===== config.mk =====
export PLATFORM = sky130hd
export DESIGN_NAME = tile_subsample_range
export DESIGN_NICKNAME = d
export VERILOG_FILES = /design/src/hdl/tsr_pkg.sv /design/src/hdl/tile_subsample_range.sv
export SDC_FILE = /design/constraint.sdc
export NUM_CORES = 2
export LEC_CHECK = 0
export ABC_AREA = 1
export BUFFER_PORTS_ARGS = -buffer_cell sky130_fd_sc_hd__buf_2
export CAP_MARGIN = 20
export CORE_MARGIN = 2
export CORE_UTILIZATION = 50
export DETAILED_ROUTE_END_ITERATION = 12
export GPL_ROUTABILITY_DRIVEN = 0
export GPL_TIMING_DRIVEN = 0
export PLACE_DENSITY = 0.66
export REMOVE_ABC_BUFFERS = 1
export SYNTH_ARGS = -nofsm -noshare
export SYNTH_HDL_FRONTEND = slang
export SYNTH_SLANG_ARGS = --single-unit

===== constraint.sdc =====
create_clock -name clk -period 43.6 [get_ports clk]
set_input_delay 2.18 -clock clk [delete_from_list [all_inputs] [get_ports clk]]
set_output_delay 2.18 -clock clk [all_outputs]
set_load 0.03 [all_outputs]

===== src/hdl/tsr_pkg.sv =====
package tsr_pkg;

    localparam int MAX_TILE_SIZE   = 4096;
    localparam int MAX_SAMPLE_STEP = 256;

    // field widths
    localparam int INDEX_W = 16;
    localparam int TILE_W  = 13;
    localparam int STEP_W  = 9;
    localparam int LIM_W   = 24;
    localparam int SAMP_W  = 29;
    localparam int START_W = 28;

    localparam int IN_BITS  = INDEX_W + TILE_W + STEP_W + 2 * LIM_W;
    localparam int IN_W     = ((IN_BITS + 7) / 8) * 8;
    localparam int OUT_BITS = 2 * TILE_W + 2 * SAMP_W + 1;
    localparam int OUT_W    = ((OUT_BITS + 7) / 8) * 8;

    localparam logic [TILE_W-1:0] TILE_FIELD_MAX = {TILE_W{1'b1}};

    // pipelined restoring divider: DIV_BITS quotient bits per stage
    localparam int DIV_W      = 32;
    localparam int DIV_BITS   = 4;
    localparam int DIV_STAGES = DIV_W / DIV_BITS;
    localparam int REM_W      = $clog2(MAX_SAMPLE_STEP);

    typedef struct packed {
        logic [REM_W-1:0] rem;
        logic [DIV_W-1:0] word;   // dividend shifts out at the top, quotient in at the bottom
    } div_t;

    typedef struct packed {
        logic              after_lo;
        logic              end_pos;
        logic [TILE_W-1:0] ein;
        logic [TILE_W-1:0] bin_lo;
        logic              empty_lo;
        logic [STEP_W-1:0] step;
    } side_t;

    function automatic div_t div_step(input div_t d, input logic [STEP_W-1:0] step);
        div_t           o;
        logic [REM_W:0] r;
        o = d;
        for (int i = 0; i < DIV_BITS; i++)
        begin
            r      = {o.rem, o.word[DIV_W-1]};
            o.word = {o.word[DIV_W-2:0], 1'b0};
            if (r >= step)
            begin
                r         = r - step;
                o.word[0] = 1'b1;
            end
            o.rem = r[REM_W-1:0];
        end
        return o;
    endfunction

endpackage


===== src/hdl/tile_subsample_range.sv =====
// pipeline: 12 register stages
// stages: input, tile start multiply, offsets, eight divider stages of 4 quotient bits, output
// throughput: one word per cycle while the output is not stalled; the two 32-bit dividers are fully pipelined
// each stage holds its word while the next one is full and cannot advance, so bubbles close up under stalls
// reset: rst_n low clears all stage valid bits at once; no clearing pass is needed
module tile_subsample_range
(
    input  logic                         clk,
    input  logic                         rst_n,
    input  logic                         s_axis_tvalid,
    output logic                         s_axis_tready,
    // tile_index, tile_size, sample_step, low_limit, high_limit, zero fill
    input  logic [tsr_pkg::IN_W-1:0]     s_axis_tdata,
    output logic                         m_axis_tvalid,
    input  logic                         m_axis_tready,
    // begin_in_tile, end_in_tile, first_sampled, end_sampled, tile_empty, zero fill
    output logic [tsr_pkg::OUT_W-1:0]    m_axis_tdata
);

    localparam int NSTAGE = tsr_pkg::DIV_STAGES + 4;
    localparam int DIV0   = 3;
    localparam int LAST   = NSTAGE - 1;

    logic [NSTAGE-1:0] valid_reg;
    logic [NSTAGE-1:0] adv;

    // stage 1: inputs with saturation
    logic [tsr_pkg::INDEX_W-1:0] idx1_reg;
    logic [tsr_pkg::TILE_W-1:0]  size1_reg, size2_reg;
    logic [tsr_pkg::STEP_W-1:0]  step1_reg, step2_reg;
    logic [tsr_pkg::LIM_W-1:0]   lo1_reg, lo2_reg, hi1_reg, hi2_reg;
    logic [tsr_pkg::TILE_W-1:0]  size_next;
    logic [tsr_pkg::STEP_W-1:0]  step_next;
    logic [tsr_pkg::TILE_W-1:0]  in_size;
    logic [tsr_pkg::STEP_W-1:0]  in_step;

    // stage 2: tile start
    logic [tsr_pkg::START_W-1:0] start2_reg;

    // stage 3: dividends and side info
    tsr_pkg::div_t  first3_reg, end3_reg, first3_next, end3_next;
    tsr_pkg::side_t side3_reg, side3_next;

    // divider stages
    tsr_pkg::div_t  dfirst_reg [tsr_pkg::DIV_STAGES];
    tsr_pkg::div_t  dend_reg   [tsr_pkg::DIV_STAGES];
    tsr_pkg::side_t dside_reg  [tsr_pkg::DIV_STAGES];

    // output register
    logic [tsr_pkg::TILE_W-1:0] bin_reg, ein_reg, bin_next;
    logic [tsr_pkg::SAMP_W-1:0] first_reg, endc_reg, first_next, endc_next;
    logic                       empty_reg, empty_next;

    always_comb
    begin
        adv[LAST] = !valid_reg[LAST] || m_axis_tready;
        for (int k = LAST - 1; k >= 0; k--)
        begin
            adv[k] = !valid_reg[k] || adv[k+1];
        end
    end

    assign s_axis_tready = adv[0];
    assign m_axis_tvalid = valid_reg[LAST];

    always_ff @(posedge clk or negedge rst_n)
    begin
        if (!rst_n)
        begin
            valid_reg <= '0;
        end
        else
        begin
            if (adv[0])
            begin
                valid_reg[0] <= s_axis_tvalid;
            end
            for (int k = 1; k < NSTAGE; k++)
            begin
                if (adv[k])
                begin
                    valid_reg[k] <= valid_reg[k-1];
                end
            end
        end
    end

    // stage 1
    assign in_size = s_axis_tdata[tsr_pkg::INDEX_W +: tsr_pkg::TILE_W];
    assign in_step = s_axis_tdata[tsr_pkg::INDEX_W + tsr_pkg::TILE_W +: tsr_pkg::STEP_W];

    always_comb
    begin
        if (in_size > tsr_pkg::TILE_W'(tsr_pkg::MAX_TILE_SIZE))
        begin
            size_next = tsr_pkg::TILE_W'(tsr_pkg::MAX_TILE_SIZE);
        end
        else
        begin
            size_next = in_size;
        end
        if (in_step > tsr_pkg::STEP_W'(tsr_pkg::MAX_SAMPLE_STEP))
        begin
            step_next = tsr_pkg::STEP_W'(tsr_pkg::MAX_SAMPLE_STEP);
        end
        else if (in_step == '0)
        begin
            step_next = tsr_pkg::STEP_W'(1);
        end
        else
        begin
            step_next = in_step;
        end
    end

    always_ff @(posedge clk)
    begin
        if (adv[0])
        begin
            idx1_reg  <= s_axis_tdata[tsr_pkg::INDEX_W-1:0];
            size1_reg <= size_next;
            step1_reg <= step_next;
            lo1_reg   <= s_axis_tdata[tsr_pkg::INDEX_W + tsr_pkg::TILE_W + tsr_pkg::STEP_W
                                      +: tsr_pkg::LIM_W];
            hi1_reg   <= s_axis_tdata[tsr_pkg::INDEX_W + tsr_pkg::TILE_W + tsr_pkg::STEP_W
                                      + tsr_pkg::LIM_W +: tsr_pkg::LIM_W];
        end
    end

    // stage 2: start = index * size
    always_ff @(posedge clk)
    begin
        if (adv[1])
        begin
            start2_reg <= tsr_pkg::START_W'(idx1_reg) * tsr_pkg::START_W'(size1_reg);
            size2_reg  <= size1_reg;
            step2_reg  <= step1_reg;
            lo2_reg    <= lo1_reg;
            hi2_reg    <= hi1_reg;
        end
    end

    // stage 3: offsets from the low limit, clipped end, ceiling dividends
    always_comb
    begin
        logic [tsr_pkg::SAMP_W-1:0] stop_w;
        logic [tsr_pkg::LIM_W-1:0]  bin_lo_w;
        stop_w                = tsr_pkg::SAMP_W'(start2_reg) + tsr_pkg::SAMP_W'(size2_reg);
        side3_next.after_lo   = start2_reg > tsr_pkg::START_W'(lo2_reg);
        side3_next.end_pos    = stop_w > tsr_pkg::SAMP_W'(lo2_reg);
        side3_next.step       = step2_reg;

        first3_next.rem  = '0;
        first3_next.word = tsr_pkg::DIV_W'(start2_reg - tsr_pkg::START_W'(lo2_reg))
                           + tsr_pkg::DIV_W'(step2_reg) - tsr_pkg::DIV_W'(1);
        end3_next.rem    = '0;
        end3_next.word   = tsr_pkg::DIV_W'(stop_w - tsr_pkg::SAMP_W'(lo2_reg))
                           + tsr_pkg::DIV_W'(step2_reg) - tsr_pkg::DIV_W'(1);

        if (stop_w <= tsr_pkg::SAMP_W'(hi2_reg))
        begin
            side3_next.ein = size2_reg;
        end
        else if (start2_reg <= tsr_pkg::START_W'(hi2_reg))
        begin
            side3_next.ein = tsr_pkg::TILE_W'(tsr_pkg::START_W'(hi2_reg) - start2_reg);
        end
        else
        begin
            side3_next.ein = '0;
        end

        // tile starting at or before the low limit
        bin_lo_w            = lo2_reg - tsr_pkg::LIM_W'(start2_reg);
        side3_next.empty_lo = tsr_pkg::LIM_W'(side3_next.ein) <= bin_lo_w;
        if (bin_lo_w > tsr_pkg::LIM_W'(tsr_pkg::TILE_FIELD_MAX))
        begin
            side3_next.bin_lo = tsr_pkg::TILE_FIELD_MAX;
        end
        else
        begin
            side3_next.bin_lo = tsr_pkg::TILE_W'(bin_lo_w);
        end
    end

    always_ff @(posedge clk)
    begin
        if (adv[2])
        begin
            first3_reg <= first3_next;
            end3_reg   <= end3_next;
            side3_reg  <= side3_next;
        end
    end

    // divider stages
    for (genvar g = 0; g < tsr_pkg::DIV_STAGES; g++)
    begin : g_div
        tsr_pkg::div_t  fin, ein_d;
        tsr_pkg::side_t sin;
        if (g == 0)
        begin : g_head
            assign fin   = first3_reg;
            assign ein_d = end3_reg;
            assign sin   = side3_reg;
        end
        else
        begin : g_body
            assign fin   = dfirst_reg[g-1];
            assign ein_d = dend_reg[g-1];
            assign sin   = dside_reg[g-1];
        end

        always_ff @(posedge clk)
        begin
            if (adv[DIV0 + g])
            begin
                dfirst_reg[g] <= tsr_pkg::div_step(fin, sin.step);
                dend_reg[g]   <= tsr_pkg::div_step(ein_d, sin.step);
                dside_reg[g]  <= sin;
            end
        end
    end

    // final: grid offset from the remainder, select by case
    always_comb
    begin
        tsr_pkg::div_t  qf;
        tsr_pkg::div_t  qe;
        tsr_pkg::side_t sd;
        logic [tsr_pkg::TILE_W-1:0] bin_grid;
        qf = dfirst_reg[tsr_pkg::DIV_STAGES-1];
        qe = dend_reg[tsr_pkg::DIV_STAGES-1];
        sd = dside_reg[tsr_pkg::DIV_STAGES-1];
        // cnt*step - off == step - 1 - remainder
        bin_grid = tsr_pkg::TILE_W'(sd.step - tsr_pkg::STEP_W'(1)
                                    - tsr_pkg::STEP_W'(qf.rem));
        if (sd.after_lo)
        begin
            bin_next   = bin_grid;
            first_next = qf.word[tsr_pkg::SAMP_W-1:0];
            empty_next = sd.ein <= bin_grid;
        end
        else
        begin
            bin_next   = sd.bin_lo;
            first_next = '0;
            empty_next = sd.empty_lo;
        end
        if (sd.end_pos)
        begin
            endc_next = qe.word[tsr_pkg::SAMP_W-1:0];
        end
        else
        begin
            endc_next = '0;
        end
    end

    always_ff @(posedge clk)
    begin
        if (adv[LAST])
        begin
            bin_reg   <= bin_next;
            ein_reg   <= dside_reg[tsr_pkg::DIV_STAGES-1].ein;
            first_reg <= first_next;
            endc_reg  <= endc_next;
            empty_reg <= empty_next;
        end
    end

    assign m_axis_tdata = tsr_pkg::OUT_W'({empty_reg, endc_reg, first_reg, ein_reg, bin_reg});

endmodule


==> impl_metrics.tcl <==
set metrics [dict create \
    hold_path.class "register to register" \
    die_x_um 420 \
    syn_area_per_cell_um2 9.28 \
    ios 182 \
    cts_max_path_buffers 3 \
    cts-resized-gates 0 \
    via_per_inst 5.43 \
    initial_core_util_pct 50.3 \
    grt_max_degree 94 \
    drtIter0Drc 4977 \
    rrSetupSlack_ns 34.20 \
    cts_sinks 1270 \
    drv_slew 0 \
    slowest_delay_ns 0.73 \
    drc 0 \
    antenna_found_initial 2 \
    dr_total_vias 64800 \
    worst_pin_slew_ns 1.02 \
    fill_cells 15100 \
    first_pass_iters 7 \
    grtUsageTotal_pct 24.6 \
    ant_nets 0 \
    worstSetupEndpointType "register" \
    clockRootBuffer "clkbuf_16" \
    grt_pass1_wl_mm 338 \
    worst_slack_ns 34.20 \
    path_clk_slew_ns 0.06 \
    relSlewSlack_pct 32.0 \
    dp.final_hpwl_mm 167 \
    yosys-top-cells-area "edfxtp_1 (44%), ha_1 (13%), nand2_1 (8.9%), inv_1 (6.3%), fa_1 (5.1%)" \
    wire_per_inst_um 18.1 \
    port_buffers 176 \
    cp_max_fo 15 \
    worstPathArrival_ns 9.93 \
    synth_commonest_cells "nand2_1 (2046), inv_1 (1455), edfxtp_1 (1258)" \
    overflow 0 \
    placementRows 152 \
    synth_most_common_cell "nand2_1" \
    max_freq_mhz 106 \
    rsz0062_at_grt "false" \
    min_period_over_period_pct 21.6 \
    synth_flop_cell "edfxtp_1" \
    synth_top_area_share_pct 43.8 \
    cts_buffers 141 \
    cap_violations 0 \
    wl_mm 216 \
    synth-seq-cells 1270 \
    clock_latency_ns 0.81 \
    htree_levels 4 \
    largest_reg_flops 304 \
    yosysWarnings 0 \
    die_y_um 420 \
    syn_inst 9306 \
    cts_hold_buf 0 \
    dp_slack_ns 34.28 \
    crit_required_ns 44.13 \
    finalSetupViolCount 0 \
    cpMostUsedCell "nand2_1" \
    areaGrowthSynthToFinish_pct 10.0 \
    tritoncts "yes" \
    outcome "complete, no violations" \
    tns_ns 0 \
    worst_setup_path_start_kind "register" \
    synth_edf_count 1258 \
    drive_gt1_share_pct 5.83 \
    yosysSeqAreaShare_pct 44.1 \
    nets 10700 \
    syn-cell-area_um2 86300 \
    grt_pass1_vias 63300 \
    min_period_ns 9.40 \
    synthArstFlopShare_pct 0.945 \
    core_area_um2 172000 \
    critPathSlowestCell "edfxtp_1" \
    crit_type "register to register" \
    postCtsSetupBuffers 0 \
    ys_types 66 \
    synth.largest_area_cell "edfxtp_1" \
    hold_viol 0 \
    die-area_um2 176000 \
    fin_skew_ns 0.0282 \
]
through the flow:
step / hold slack, ns / util [%] / std cells / instance area, um^2
2_1_floorplan: 0.400 / - / 9175 / 85700
3_3_place_gp: 0.400 / 52.2 / 11700 / 89500
3_5_place_dp: 0.405 / 52.5 / 11700 / 90100
4_1_cts: 0.399 / 55.4 / 11900 / 95000
5_1_grt: 0.416 / 55.4 / 11900 / 95000
6_report: 0.403 / 55.4 / 11900 / 95000
cells by family after synthesis:
group / synth area share, %
AO/OA/AOI/OAI: 9.57
XOR/XNOR: 4.72
adder cells (fa/ha/maj): 18.0
buffers and inverters: 7.08
flip-flops: 44.1
multiplexers: 0.0348
other: 0.00434
AND/OR/NAND/NOR: 16.5
path summary, 6_finish.rpt:
kind	from	end	cells after the start
worst max-delay path	dside_reg[0][77]	dfirst_reg[0][159]	35
worst min-delay path	dfirst_reg[0][54]	dfirst_reg[0][98]	0
worst max register to register	dside_reg[0][77]	dfirst_reg[0][159]	35
worst min register to register	dfirst_reg[0][54]	dfirst_reg[0][98]	0
max in group asynchronous	rst_n	valid_reg[11]	1
min in group asynchronous	rst_n	valid_reg[3]	1
layout by cell type, fill, tap and decap left out, drive strengths merged, types with 70 or more instances in the layout:
cell	synthesis	layout
nand2	2070	2070
inv	1461	1479
edfxtp	1258	1258
ha	888	888
a21oi	652	652
o21ai	530	530
nor2	478	478
nand3	419	419
xor2	307	307
fa	222	222
buf	42	196
xnor2	158	158
clkbuf	91	154
nor3	139	139
nand4	123	123
or2	70	70
critical path, delay by kind of cell (launching register included):
family          cells  cell delay, ns
compound gates     12            3.63
fa+ha+maj           4            1.26
buf+inv             6            1.69
flops               1            0.73
simple gates       13            1.80
area by class of cell:
class | count | area [um^2] | share of cell area, %
Multi-Input combinational cell | 6436 | 42200 | 44.4
Sequential cell | 1270 | 38100 | 40.1
Inverter | 1469 | 5540 | 5.83
Clock buffer | 154 | 3590 | 3.78
Tap cell | 2310 | 2890 | 3.04
Timing Repair Buffer | 196 | 1410 | 1.49
Clock inverter | 101 | 1270 | 1.34
Antenna cell | 1 | 2.50 | 0.00263
layer usage:
layer | GRT usage (%) | wire (um)
met1 | 30.2 | 88000
met2 | 41.8 | 103000
met3 | 3.40 | 12100
met4 | 13.0 | 12400
met5 | 0 | 0
Power is left out: the tool's default activity adds up to more than one toggle a clock period on the data nets, which glitch-free logic cannot reach.
